## src/rtl/line_sensor_centroid_tracker_unit_macros.svh

```systemverilog
// ---------------------------------------------------------------------------
// Line sensor centroid tracker - assertion macros
// Shared concurrent assertion forms used by the tracker modules.
// ---------------------------------------------------------------------------
`ifndef LINE_SENSOR_CENTROID_TRACKER_UNIT_MACROS_SVH
`define LINE_SENSOR_CENTROID_TRACKER_UNIT_MACROS_SVH

// Same-cycle implication, disabled during reset
`define LSCT_ASSERT_IMP(label, clk, rst, pre, post, msg) \
   label: assert property (@(posedge clk) disable iff (rst) (pre) |-> (post)) \
      else $error(msg);

// Next-cycle implication, disabled during reset
`define LSCT_ASSERT_NXT(label, clk, rst, pre, post, msg) \
   label: assert property (@(posedge clk) disable iff (rst) (pre) |=> (post)) \
      else $error(msg);

`endif

```

## src/rtl/lsct_pkg.sv

```systemverilog
// ---------------------------------------------------------------------------
// Line sensor centroid tracker - package
// Widths, constants, register indexes and lane control type.
// ---------------------------------------------------------------------------
package lsct_pkg;

   // Rounds summed per frame
   localparam int OVERSAMPLE = 8;
   localparam int NUM_CH     = 8;

   localparam int SAMPLE_W   = 12;
   localparam int CH_W       = 3;
   localparam int SUM_W      = $clog2((1 << SAMPLE_W) * OVERSAMPLE);
   localparam int RND_W      = (OVERSAMPLE > 1) ? $clog2(OVERSAMPLE) : 1;
   localparam int SPACING_W  = 6;
   localparam int SMOOTH_W   = 8;
   localparam int STEP_W     = 13;
   localparam int WEIGHT_W   = 16;
   localparam int PROD_W     = SAMPLE_W + WEIGHT_W;
   localparam int TOTAL_W    = 15;
   localparam int WSUM_W     = PROD_W + CH_W;
   localparam int POS_W      = 16;
   localparam int CNT_W      = 5;
   localparam int DIV_SHORT_SHIFT = WSUM_W - POS_W;
   localparam int ADDR_W     = 4;
   localparam int DATA_W     = 32;

   localparam logic [SAMPLE_W-1:0]  SAMPLE_MAX    = 12'd4095;
   localparam logic [SAMPLE_W-1:0]  THRESHOLD_RST = 12'd2048;
   localparam logic [SPACING_W-1:0] SPACING_RST   = 6'd12;
   localparam logic [SMOOTH_W-1:0]  SMOOTH_RST    = 8'd4;
   localparam logic [POS_W-1:0]     POS_RST       = 16'd4200;
   localparam logic [TOTAL_W-1:0]   LOST_LIMIT    = 15'd50;
   localparam logic [STEP_W-1:0]    STEP_SCALE    = 13'd100;
   localparam logic [POS_W-1:0]     MAX_CH_IDX    = 16'd7;

   // Register indexes (byte address bits 3:2)
   localparam logic [1:0] REG_THRESHOLD = 2'd0;
   localparam logic [1:0] REG_SPACING   = 2'd1;
   localparam logic [1:0] REG_SMOOTH    = 2'd2;

   // Per-lane control strobes from the sequencer
   typedef struct packed {
      logic accept;
      logic frame_end;
      logic calc;
      logic mult;
   } lane_ctrl_type;

endpackage

```

## src/rtl/lsct_lane.sv

```systemverilog
// ---------------------------------------------------------------------------
// Line sensor centroid tracker - channel lane
// Sums one channel over a frame, tracks its baseline, thresholds the
// average and forms the weighted darkness product for the centroid.
// ---------------------------------------------------------------------------
`include "line_sensor_centroid_tracker_unit_macros.svh"

module lsct_lane import lsct_pkg::*; (
   input  logic                clock,
   input  logic                reset,
   input  lane_ctrl_type       ctrl,
   input  logic [CH_W-1:0]     lane_idx,
   input  logic [SAMPLE_W-1:0] sample,
   input  logic [SAMPLE_W-1:0] threshold,
   input  logic [STEP_W-1:0]   step,
   output logic [SAMPLE_W-1:0] dark,
   output logic [PROD_W-1:0]   prod,
   output logic                line_bit
);

   logic [SUM_W-1:0]    sum_ff, sum_in;
   logic [SAMPLE_W-1:0] baseline_ff, baseline_in;
   logic [SAMPLE_W-1:0] avg_ff;
   logic [SAMPLE_W-1:0] dark_ff;
   logic [WEIGHT_W-1:0] weight_ff;
   logic [PROD_W-1:0]   prod_ff;
   logic                bit_ff;

   // Running sum including the current sample, new baseline candidate
   assign sum_in      = sum_ff + SUM_W'(sample);
   assign baseline_in = (avg_ff < baseline_ff) ? avg_ff : baseline_ff;

   // Accumulate rounds, clear at frame end, lower the baseline
   always_ff @(posedge clock) begin
      if (reset) begin
         sum_ff      <= '0;
         baseline_ff <= SAMPLE_MAX;
      end else begin
         if (ctrl.accept) begin
            sum_ff <= ctrl.frame_end ? '0 : sum_in;
         end
         if (ctrl.calc) begin
            baseline_ff <= baseline_in;
         end
      end
   end

   // Average, threshold, darkness and weighted product
   always_ff @(posedge clock) begin
      if (ctrl.accept && ctrl.frame_end) begin
         avg_ff <= SAMPLE_W'(sum_in / OVERSAMPLE);
      end
      if (ctrl.calc) begin
         bit_ff    <= (avg_ff > threshold);
         dark_ff   <= avg_ff - baseline_in;
         weight_ff <= WEIGHT_W'(lane_idx) * WEIGHT_W'(step);
      end
      if (ctrl.mult) begin
         prod_ff <= PROD_W'(dark_ff) * PROD_W'(weight_ff);
      end
   end

   assign dark     = dark_ff;
   assign prod     = prod_ff;
   assign line_bit = bit_ff;

   // Baseline only ever moves down
   `LSCT_ASSERT_NXT(a_baseline_falls, clock, reset, ctrl.calc, baseline_ff <= $past(baseline_ff), "baseline rose")

endmodule

```

## src/rtl/lsct_merge.sv

```systemverilog
// ---------------------------------------------------------------------------
// Line sensor centroid tracker - lane merge
// Two-level registered adder tree over the lane darkness values and
// weighted products.
// ---------------------------------------------------------------------------
module lsct_merge import lsct_pkg::*; (
   input  logic                clock,
   input  logic [SAMPLE_W-1:0] dark [NUM_CH],
   input  logic [PROD_W-1:0]   prod [NUM_CH],
   output logic [TOTAL_W-1:0]  total,
   output logic [WSUM_W-1:0]   weighted
);

   localparam int PAIRS = NUM_CH / 2;

   logic [TOTAL_W-1:0] pair_total_ff [PAIRS];
   logic [WSUM_W-1:0]  pair_wsum_ff  [PAIRS];
   logic [TOTAL_W-1:0] total_ff, total_in;
   logic [WSUM_W-1:0]  weighted_ff, weighted_in;

   // First level: add neighboring lanes
   always_ff @(posedge clock) begin
      for (int i = 0; i < PAIRS; i++) begin
         pair_total_ff[i] <= TOTAL_W'(dark[2*i]) + TOTAL_W'(dark[2*i+1]);
         pair_wsum_ff[i]  <= WSUM_W'(prod[2*i]) + WSUM_W'(prod[2*i+1]);
      end
   end

   // Second level: fold the pair sums
   always_comb begin
      total_in    = '0;
      weighted_in = '0;
      for (int i = 0; i < PAIRS; i++) begin
         total_in    = total_in + pair_total_ff[i];
         weighted_in = weighted_in + pair_wsum_ff[i];
      end
   end

   always_ff @(posedge clock) begin
      total_ff    <= total_in;
      weighted_ff <= weighted_in;
   end

   assign total    = total_ff;
   assign weighted = weighted_ff;

endmodule

```

## src/rtl/lsct_div.sv

```systemverilog
// ---------------------------------------------------------------------------
// Line sensor centroid tracker - serial divider
// Restoring divider, one quotient bit per cycle. Long mode divides the
// full weighted sum; short mode divides a 16-bit value.
// ---------------------------------------------------------------------------
`include "line_sensor_centroid_tracker_unit_macros.svh"

module lsct_div import lsct_pkg::*; (
   input  logic               clock,
   input  logic               reset,
   input  logic               start,
   input  logic               short_mode,
   input  logic [WSUM_W-1:0]  dividend,
   input  logic [TOTAL_W-1:0] divisor,
   output logic               done,
   output logic [WSUM_W-1:0]  quotient
);

   logic               busy_ff;
   logic               done_ff;
   logic [CNT_W-1:0]   cnt_ff;
   logic [WSUM_W-1:0]  shift_ff;
   logic [WSUM_W-1:0]  quo_ff;
   logic [TOTAL_W-1:0] rem_ff, rem_in;
   logic [TOTAL_W-1:0] divisor_ff;
   logic [TOTAL_W:0]   trial;
   logic               fits;

   // Trial subtraction for the next quotient bit
   assign trial  = {rem_ff, shift_ff[WSUM_W-1]};
   assign fits   = (trial >= {1'b0, divisor_ff});
   assign rem_in = fits ? TOTAL_W'(trial - {1'b0, divisor_ff}) : trial[TOTAL_W-1:0];

   // Sequence the iterations
   always_ff @(posedge clock) begin
      if (reset) begin
         busy_ff <= 1'b0;
         done_ff <= 1'b0;
         cnt_ff  <= '0;
      end else begin
         done_ff <= 1'b0;
         if (start) begin
            busy_ff <= 1'b1;
            cnt_ff  <= short_mode ? CNT_W'(POS_W) : CNT_W'(WSUM_W);
         end else if (busy_ff) begin
            cnt_ff <= cnt_ff - 1'b1;
            if (cnt_ff == CNT_W'(1)) begin
               busy_ff <= 1'b0;
               done_ff <= 1'b1;
            end
         end
      end
   end

   // Load operands, then shift one bit per cycle
   always_ff @(posedge clock) begin
      if (start) begin
         shift_ff   <= short_mode ? {dividend[POS_W-1:0], {DIV_SHORT_SHIFT{1'b0}}}
                                  : dividend;
         divisor_ff <= divisor;
         rem_ff     <= '0;
         quo_ff     <= '0;
      end else if (busy_ff) begin
         shift_ff <= {shift_ff[WSUM_W-2:0], 1'b0};
         rem_ff   <= rem_in;
         quo_ff   <= {quo_ff[WSUM_W-2:0], fits};
      end
   end

   assign done     = done_ff;
   assign quotient = quo_ff;

   `LSCT_ASSERT_IMP(a_start_idle, clock, reset, start, !busy_ff, "divider started while busy")
   `LSCT_ASSERT_NXT(a_last_step_done, clock, reset, busy_ff && (cnt_ff == CNT_W'(1)) && !start, done_ff && !busy_ff, "divider missed its finish")

endmodule

```

## src/rtl/line_sensor_centroid_tracker_unit.sv

```systemverilog
// ---------------------------------------------------------------------------
// Line sensor centroid tracker - top level
// Eight channel lanes sum a frame of samples; a merge tree and a serial
// divider form the clamped, smoothed line centroid once per frame.
// ---------------------------------------------------------------------------
//   Channel   Ports    Payload                                   Role
//   request   req_*    eight 12-bit samples, ch0 lowest          stream slave
//   response  rsp_*    line_bits, line_position; tuser line_lost stream master
//   config    csr_*    threshold, spacing, smoothing divisor     APB-style slave
//
// One item per cycle for all but the last round of a frame, which starts a
// frame pass: 5 lane and merge stages, the centroid division, two smoothing
// divides and a finish state (no smoothing divides with smoothing at zero, no
// division with the line lost). Reset is synchronous and active high. A waiting
// result sits in the output register while the next frame's items are taken;
// a stalled result only holds the block at the end of the following frame.
// ---------------------------------------------------------------------------
`include "line_sensor_centroid_tracker_unit_macros.svh"

module line_sensor_centroid_tracker_unit import lsct_pkg::*; (
   input  logic              clock,
   input  logic              reset,
   // request stream
   input  logic              req_tvalid,
   output logic              req_tready,
   input  logic [95:0]       req_tdata,   // sample_ch0 .. sample_ch7, 12 bits each
   // response stream
   output logic              rsp_tvalid,
   input  logic              rsp_tready,
   output logic [23:0]       rsp_tdata,   // line_bits[7:0], line_position[23:8]
   output logic              rsp_tuser,   // line_lost
   // configuration port
   input  logic              csr_psel,
   input  logic              csr_penable,
   input  logic              csr_pwrite,
   input  logic [ADDR_W-1:0] csr_paddr,
   input  logic [DATA_W-1:0] csr_pwdata,
   output logic [DATA_W-1:0] csr_prdata,
   output logic              csr_pready
);

   localparam logic [3:0] ST_IDLE   = 4'd0;
   localparam logic [3:0] ST_BASE   = 4'd1;
   localparam logic [3:0] ST_MULT   = 4'd2;
   localparam logic [3:0] ST_SUM1   = 4'd3;
   localparam logic [3:0] ST_SUM2   = 4'd4;
   localparam logic [3:0] ST_CHECK  = 4'd5;
   localparam logic [3:0] ST_DRAW   = 4'd6;
   localparam logic [3:0] ST_DPOS   = 4'd7;
   localparam logic [3:0] ST_DNEW   = 4'd8;
   localparam logic [3:0] ST_FINISH = 4'd9;

   logic [3:0]           state_ff, state_in;
   logic [RND_W-1:0]     round_ff;
   logic                 position_valid_ff;
   logic [POS_W-1:0]     pos_ff;
   logic [POS_W-1:0]     raw_ff;
   logic [POS_W-1:0]     posq_ff;
   logic                 lost_ff;
   logic                 rsp_tvalid_ff;
   logic [NUM_CH-1:0]    rsp_bits_ff;
   logic [POS_W-1:0]     rsp_pos_ff;
   logic                 rsp_lost_ff;
   logic [SAMPLE_W-1:0]  threshold_ff;
   logic [SPACING_W-1:0] spacing_ff;
   logic [SMOOTH_W-1:0]  smooth_ff;

   logic                 req_accept;
   logic                 frame_end;
   logic                 out_free;
   logic                 csr_write;
   logic [STEP_W-1:0]    step;
   logic [POS_W-1:0]     max_pos;
   logic [POS_W-1:0]     raw_clamp;
   logic [POS_W:0]       ema_sum;
   lane_ctrl_type        lane_ctrl;

   logic [SAMPLE_W-1:0]  lane_dark [NUM_CH];
   logic [PROD_W-1:0]    lane_prod [NUM_CH];
   logic [NUM_CH-1:0]    lane_bits;
   logic [TOTAL_W-1:0]   total;
   logic [WSUM_W-1:0]    weighted;

   logic                 div_start;
   logic                 div_short;
   logic [WSUM_W-1:0]    div_dividend;
   logic [TOTAL_W-1:0]   div_divisor;
   logic                 div_done;
   logic [WSUM_W-1:0]    div_quot;

   // Handshakes
   assign req_tready = (state_ff == ST_IDLE);
   assign req_accept = req_tvalid && req_tready;
   assign frame_end  = req_accept && (round_ff == RND_W'(OVERSAMPLE - 1));
   assign out_free   = !rsp_tvalid_ff || rsp_tready;
   assign csr_pready = 1'b1;
   assign csr_write  = csr_psel && csr_penable && csr_pwrite && csr_pready;

   // Position step and full scale at the current spacing
   assign step      = STEP_W'(spacing_ff) * STEP_SCALE;
   assign max_pos   = POS_W'(step) * MAX_CH_IDX;
   assign raw_clamp = (div_quot > WSUM_W'(max_pos)) ? max_pos : div_quot[POS_W-1:0];
   assign ema_sum   = {1'b0, pos_ff} - {1'b0, posq_ff} + {1'b0, div_quot[POS_W-1:0]};

   // Lane strobes
   assign lane_ctrl.accept    = req_accept;
   assign lane_ctrl.frame_end = frame_end;
   assign lane_ctrl.calc      = (state_ff == ST_BASE);
   assign lane_ctrl.mult      = (state_ff == ST_MULT);

   // Channel lanes
   for (genvar k = 0; k < NUM_CH; k++) begin : g_lane
      lsct_lane u_lane (
         .clock     (clock),
         .reset     (reset),
         .ctrl      (lane_ctrl),
         .lane_idx  (CH_W'(k)),
         .sample    (req_tdata[k*SAMPLE_W +: SAMPLE_W]),
         .threshold (threshold_ff),
         .step      (step),
         .dark      (lane_dark[k]),
         .prod      (lane_prod[k]),
         .line_bit  (lane_bits[k])
      );
   end

   lsct_merge u_merge (
      .clock    (clock),
      .dark     (lane_dark),
      .prod     (lane_prod),
      .total    (total),
      .weighted (weighted)
   );

   lsct_div u_div (
      .clock      (clock),
      .reset      (reset),
      .start      (div_start),
      .short_mode (div_short),
      .dividend   (div_dividend),
      .divisor    (div_divisor),
      .done       (div_done),
      .quotient   (div_quot)
   );

   // Frame sequencer and divider requests
   always_comb begin
      state_in     = state_ff;
      div_start    = 1'b0;
      div_short    = 1'b0;
      div_dividend = weighted;
      div_divisor  = total;
      case (state_ff)
         ST_IDLE: begin
            if (frame_end) state_in = ST_BASE;
         end
         ST_BASE:  state_in = ST_MULT;
         ST_MULT:  state_in = ST_SUM1;
         ST_SUM1:  state_in = ST_SUM2;
         ST_SUM2:  state_in = ST_CHECK;
         ST_CHECK: begin
            if (total < LOST_LIMIT) begin
               state_in = ST_FINISH;
            end else begin
               div_start = 1'b1;
               state_in  = ST_DRAW;
            end
         end
         ST_DRAW: begin
            if (div_done) begin
               if (smooth_ff == '0) begin
                  state_in = ST_FINISH;
               end else begin
                  div_start    = 1'b1;
                  div_short    = 1'b1;
                  div_dividend = WSUM_W'(pos_ff);
                  div_divisor  = TOTAL_W'(smooth_ff);
                  state_in     = ST_DPOS;
               end
            end
         end
         ST_DPOS: begin
            if (div_done) begin
               div_start    = 1'b1;
               div_short    = 1'b1;
               div_dividend = WSUM_W'(raw_ff);
               div_divisor  = TOTAL_W'(smooth_ff);
               state_in     = ST_DNEW;
            end
         end
         ST_DNEW: begin
            if (div_done) state_in = ST_FINISH;
         end
         ST_FINISH: begin
            if (out_free) state_in = ST_IDLE;
         end
         default: state_in = ST_IDLE;
      endcase
   end

   // Control state, position, output valid and registers
   always_ff @(posedge clock) begin
      if (reset) begin
         state_ff          <= ST_IDLE;
         round_ff          <= '0;
         position_valid_ff <= 1'b0;
         pos_ff            <= POS_RST;
         rsp_tvalid_ff     <= 1'b0;
         threshold_ff      <= THRESHOLD_RST;
         spacing_ff        <= SPACING_RST;
         smooth_ff         <= SMOOTH_RST;
      end else begin
         state_ff <= state_in;
         if (req_accept) begin
            round_ff <= frame_end ? '0 : round_ff + 1'b1;
         end
         // Load the center on the first frame
         if (state_ff == ST_CHECK && !position_valid_ff) begin
            pos_ff            <= max_pos >> 1;
            position_valid_ff <= 1'b1;
         end
         if (state_ff == ST_DRAW && div_done && smooth_ff == '0) begin
            pos_ff <= raw_clamp;
         end
         if (state_ff == ST_DNEW && div_done) begin
            pos_ff <= ema_sum[POS_W-1:0];
         end
         // Hold the result until taken
         if (state_ff == ST_FINISH && out_free) begin
            rsp_tvalid_ff <= 1'b1;
         end else if (rsp_tready) begin
            rsp_tvalid_ff <= 1'b0;
         end
         if (csr_write) begin
            case (csr_paddr[3:2])
               REG_THRESHOLD: threshold_ff <= csr_pwdata[SAMPLE_W-1:0];
               REG_SPACING:   spacing_ff   <= csr_pwdata[SPACING_W-1:0];
               REG_SMOOTH:    smooth_ff    <= csr_pwdata[SMOOTH_W-1:0];
               default:       ;
            endcase
         end
      end
   end

   // Intermediate quotients and result payload
   always_ff @(posedge clock) begin
      if (state_ff == ST_CHECK) begin
         lost_ff <= (total < LOST_LIMIT);
      end
      if (state_ff == ST_DRAW && div_done) begin
         raw_ff <= raw_clamp;
      end
      if (state_ff == ST_DPOS && div_done) begin
         posq_ff <= div_quot[POS_W-1:0];
      end
      if (state_ff == ST_FINISH && out_free) begin
         rsp_bits_ff <= lane_bits;
         rsp_pos_ff  <= pos_ff;
         rsp_lost_ff <= lost_ff;
      end
   end

   // Register readback
   always_comb begin
      case (csr_paddr[3:2])
         REG_THRESHOLD: csr_prdata = DATA_W'(threshold_ff);
         REG_SPACING:   csr_prdata = DATA_W'(spacing_ff);
         REG_SMOOTH:    csr_prdata = DATA_W'(smooth_ff);
         default:       csr_prdata = '0;
      endcase
   end

   assign rsp_tvalid = rsp_tvalid_ff;
   assign rsp_tdata  = {rsp_pos_ff, rsp_bits_ff};
   assign rsp_tuser  = rsp_lost_ff;

   `LSCT_ASSERT_IMP(a_div_done_waited, clock, reset, div_done, (state_ff == ST_DRAW) || (state_ff == ST_DPOS) || (state_ff == ST_DNEW), "divider finished with nobody waiting")
   `LSCT_ASSERT_IMP(a_finish_has_pos, clock, reset, state_ff == ST_FINISH, position_valid_ff, "result without a loaded position")

endmodule
```

## config.mk

```make
export PLATFORM = sky130hd
export DESIGN_NAME = line_sensor_centroid_tracker_unit
export DESIGN_NICKNAME = d
export VERILOG_FILES = /design/src/rtl/lsct_pkg.sv /design/src/rtl/lsct_lane.sv /design/src/rtl/lsct_merge.sv /design/src/rtl/lsct_div.sv /design/src/rtl/line_sensor_centroid_tracker_unit.sv
export VERILOG_INCLUDE_DIRS = /design/src /design/src/rtl
export SDC_FILE = /design/constraint.sdc
export NUM_CORES = 2
export LEC_CHECK = 0
export BUFFER_PORTS_ARGS = -buffer_cell sky130_fd_sc_hd__buf_2
export CAP_MARGIN = 0
export CORE_MARGIN = 10
export CORE_UTILIZATION = 37
export CTS_BUF_LIST = sky130_fd_sc_hd__clkbuf_4
export DETAILED_ROUTE_END_ITERATION = 8
export HOLD_SLACK_MARGIN = 0.15
export MAX_ROUTING_LAYER = met4
export PLACE_DENSITY_LB_ADDON = 0.25
export SLEW_MARGIN = 20
export SYNTH_ARGS = -nofsm -noshare
export SYNTH_HDL_FRONTEND = slang
export SYNTH_SLANG_ARGS = --single-unit
```

## constraint.sdc

```tcl
create_clock -name clock -period 27 [get_ports clock]
set_input_delay 2.7 -clock clock [delete_from_list [all_inputs] [get_ports clock]]
set_output_delay 2.7 -clock clock [all_outputs]
set_load 0.01 [all_outputs]
```

==> results.py <==
metrics = {
    "worst_setup_path": {
        "count_of_buffer_and_inverter_cells_on_the_critical_path": 1,
        "timing.critical_path.to_type": "flop",
        "critical_path.cell_chain": "ha_1 -> xor2_1 -> ha_1 -> ha_1 -> a21o_1 -> a21oi_2 -> o21ai_0 -> a211oi_2 -> clkinv_1 -> xnor2_1 -> ha_1 -> ha_1 -> nand2_1 -> or4_1 -> o21ai_1 -> or2_2 -> ha_1 -> a21o_1 -> a211oi_1 -> o211ai_1 -> a21oi_4 -> o21ai_0 -> a221oi_1 -> a211oi_1",
        "crit_path_launch_type": "flop",
        "critical_path.slowest_cell": "dfxtp_1",
        "timing.rr.end": "pos_ff[8]$_SDFFE_PP0P_",
        "critPathArrivalTime_ns": 9.12,
        "worst_path_dominant_cell_family": "compound AO/OA/AOI/OAI gates",
        "ff2ff_path_depth": 24,
        "crit_top_cell": "ha_1",
        "worst-endpoint-required_ns": 28.14,
        "critical_path.reg2reg.startpoint": "spacing_ff[0]$_SDFFE_PP0P_",
        "path_max_fanout": 29,
        "max_stage_delay_ns": 0.87,
        "crit_type": "flop to flop",
        "rrSetupSlack_ns": 19.03,
    },
    "placed_design": {
        "numPortBuffers": 155,
        "detailedPlacementHpwl_um": 202000,
        "place_congestion": 0.908,
    },
    "worst_hold_path": {
        "worstHoldEndpoint": "u_merge.pair_wsum_ff[0][18]$_DFF_P_",
        "holdCritPathClass": "flop to flop",
        "min_delay_path_depth": 0,
        "worstHoldStart": "g_lane[1].u_lane.prod[18]$_DFFE_PP_",
    },
    "logic_synthesis": {
        "yosysMostFrequentCell": "inv_1",
        "synth_cell_types": 95,
        "post_synth_most_frequent_cells": "1,278 x inv_1, 1,079 x ha_1, 992 x nand2_1, 853 x fa_1, 553 x nor2_1",
        "synth_compound_area_share_pct": 12.6,
        "dominantRegCellSynth": "edfxtp_1",
        "number_of_warnings_printed_during_yosys_synthesis": 0,
        "yosys.area_share.xor_xnor_pct": 4.22,
        "synth_seq_cells": 1043,
        "synthMuxAreaShare_pct": 1.82,
        "post-synth-top-area-cell": "fa_1",
        "synth-edff-count": 523,
        "async_flop_share_pct": 0,
        "synth_top_cells_by_area": "fa_1 18%, edfxtp_1 17%, ha_1 15%, dfxtp_1 11%, inv_1 5.2%",
        "proportion_of_synthesized_chip_area_in_sequential_cells_pct": 28.3,
        "synth_top_family_by_area": "adder cells",
        "post_synth.cell_area_avg_um2": 9.68,
        "syn-instance-count": 9549,
        "synth.top_cell.area_share_pct": 18.5,
        "mappedNetlistArea_mm2": 0.0924,
        "synth_adder_area_share_pct": 33.1,
        "post_synth_and_or_nand_nor_area_fraction_pct": 13.2,
    },
    "sta": {
        "finalSetupViolations": 0,
        "grt_setup_unrepaired": "no",
        "hold_violations": 0,
        "timing.final.crit_share_pct": 29.5,
        "max_slew_margin_pct": 19.0,
        "max_freq_mhz": 125,
        "finalWorstPathRequiredPeriod_ns": 7.97,
        "maxSlewViolCount": 0,
        "fin_setup_tns_ns": 0,
        "max_slew.worst_pin.slew_ns": 1.21,
        "timing.clock.skew_ns": 0.130,
    },
    "job": {
        "max_cap_viol_count": 0,
    },
    "grt": {
        "antenna_found_initial": 23,
        "grtUsageMet3_pct": 3.51,
        "grt_pass1_vias": 70900,
        "gr-usage-met1_pct": 24.2,
        "grt_most_used_layer": "met2",
        "grt_usage_pct": 19.2,
        "gr_ovfl_total": 0,
        "grt_start_max_net_pins": 86,
        "grt_pass1_wl_um": 402000,
        "groute.layer.met2.usage_pct": 30.6,
    },
    "cells_and_area": {
        "final_layout_size_suffix_gt1_share_pct": 8.07,
        "flow.area_growth_from_synthesis_pct": 8.85,
        "fin_nets": 11800,
    },
    "detailed_routing": {
        "drtAntennaViolNets": 0,
        "routed_wl_um": 257000,
        "drt-initial-drc-count": 4093,
        "vias_per_cell": 5.16,
        "detailedRoute.firstPassIterationCount": 6,
        "route.detailed.drc": 0,
        "routed-via-count": 68800,
        "wl_per_cell_um": 19.3,
    },
    "cts": {
        "post_cts_resized": 0,
        "ctsHoldBuffers": 0,
        "cts_setup_buffers": 0,
        "tritoncts.num_buffers": 316,
        "insertion_delay_ns": 1.37,
        "h-tree-depth": 5,
        "worst_setup_hold_path_clk_slew_ns": 0.07,
        "clock_sinks": 1043,
        "clock_tree_from_tritoncts": "built",
        "clock_tree.root_cell": "clkbuf_4",
        "maximum_root_to_sink_buffer_count": 4,
    },
    "floorplan": {
        "die_w_um": 520,
        "core_area_mm2": 0.249,
        "die_height_um": 520,
        "floorplan.io_pins": 199,
        "row_count": 183,
        "initial_utilization_pct": 37.2,
        "design.die.area_mm2": 0.270,
    },
    "run_status": {
        "status": "completed",
    },
}
[worst max path at each step]
stage | from | endpoint | slack, ns | cells past startpoint
after CTS | spacing_ff[0]$_SDFFE_PP0P_ | pos_ff[8]$_SDFFE_PP0P_ | 19.00 | 24
final | spacing_ff[0]$_SDFFE_PP0P_ | pos_ff[8]$_SDFFE_PP0P_ | 19.03 | 24
after global routing | spacing_ff[0]$_SDFFE_PP0P_ | pos_ff[8]$_SDFFE_PP0P_ | 18.43 | 25
after detailed placement | spacing_ff[0]$_SDFFE_PP0P_ | pos_ff[8]$_SDFFE_PP0P_ | 19.13 | 24
after floorplan | state_ff[3]$_SDFFE_PP0P_ | g_lane[1].u_lane.prod[10]$_DFFE_PP_ | 7.61 | 2
after global placement | spacing_ff[0]$_SDFFE_PP0P_ | pos_ff[8]$_SDFFE_PP0P_ | 18.90 | 25
[flip-flops by register name (all words and copies together) (netlist names), 8 cells and up]
register	flops
g_lane.u_lane.avg_ff	96
g_lane.u_lane.baseline_ff	96
g_lane.u_lane.dark	96
g_lane.u_lane.line_bit	8
g_lane.u_lane.prod	172
g_lane.u_lane.sum_ff	120
g_lane.u_lane.weight_ff	47
pos_ff	16
posq_ff	16
raw_ff	16
rsp_bits_ff	8
rsp_pos_ff	16
smooth_ff	8
threshold_ff	12
u_div.divisor_ff	15
u_div.quotient	31
u_div.rem_ff	15
u_div.shift_ff	31
u_merge.pair_total_ff	52
u_merge.pair_wsum_ff	104
u_merge.total	15
u_merge.weighted	29
[cell families (layout without fill, tap and decap cells)]
family                   count (synthesis)  after routing
AND/OR/NAND/NOR                       2592           2592
adder cells (fa/ha/maj)               1933           1933
AO/OA/AOI/OAI                         1723           1723
buffers and inverters                 1644           2056
flip-flops                            1043           1043
XOR/XNOR                               445            445
multiplexers                           167            167
other                                    2             44
[metal layers]
layer  up-vias  routed length, um  part of all wire, %
met5         -                  0                    0
met4         0              10500                  4.1
met3       451              15600                  6.1
met2      1868             118000                   46
met1     33700             113000                   44
li1      32800                  -                    -
[per-stage QoR]
stage	hold WS, ns	setup WS, ns	utilization [%]	cells	instance area (um^2)
CTS	0.301	19.00	40.4	13300	101000
floorplan	0.323	7.61	-	9569	92500
global route	0.301	18.43	40.5	13300	101000
global placement	0.330	18.90	38.9	12800	96600
detailed placement	0.327	19.13	38.9	12800	96600
finish	0.289	19.03	40.5	13300	101000
[layout make-up]
class / instances / area (um^2)
diodes: 22 / 55.1
flip-flops and latches: 1043 / 26100
inverters: 1281 / 4820
repair buffers: 229 / 1360
fillers: 24600 / 148000
well taps: 3330 / 4170
clock inverters: 83 / 432
clock buffers: 463 / 3480
multi-input cells: 6882 / 60200
[cells in the final DEF (no fill, tap or decap), drive strengths merged, types with 84 or more instances in the layout]
| master | netlist | final |
|---|---|---|
| dfxtp | 520 | 520 |
| o21a | 95 | 95 |
| inv | 1280 | 1283 |
| nand2 | 992 | 992 |
| mux2i | 156 | 156 |
| a21o | 209 | 209 |
| edfxtp | 523 | 523 |
| ha | 1079 | 1079 |
| buf | 68 | 228 |
| o21ai | 295 | 295 |
| xnor2 | 369 | 369 |
| a21oi | 466 | 466 |
| fa | 853 | 853 |
| nor2 | 556 | 556 |
| clkbuf | 295 | 464 |
| nor2b | 85 | 85 |
| nor3 | 121 | 121 |
| and3 | 84 | 84 |
| and2 | 429 | 429 |
Power is not shown: default switching activity piles up to over one toggle a cycle in this logic, so the estimate is an artifact.
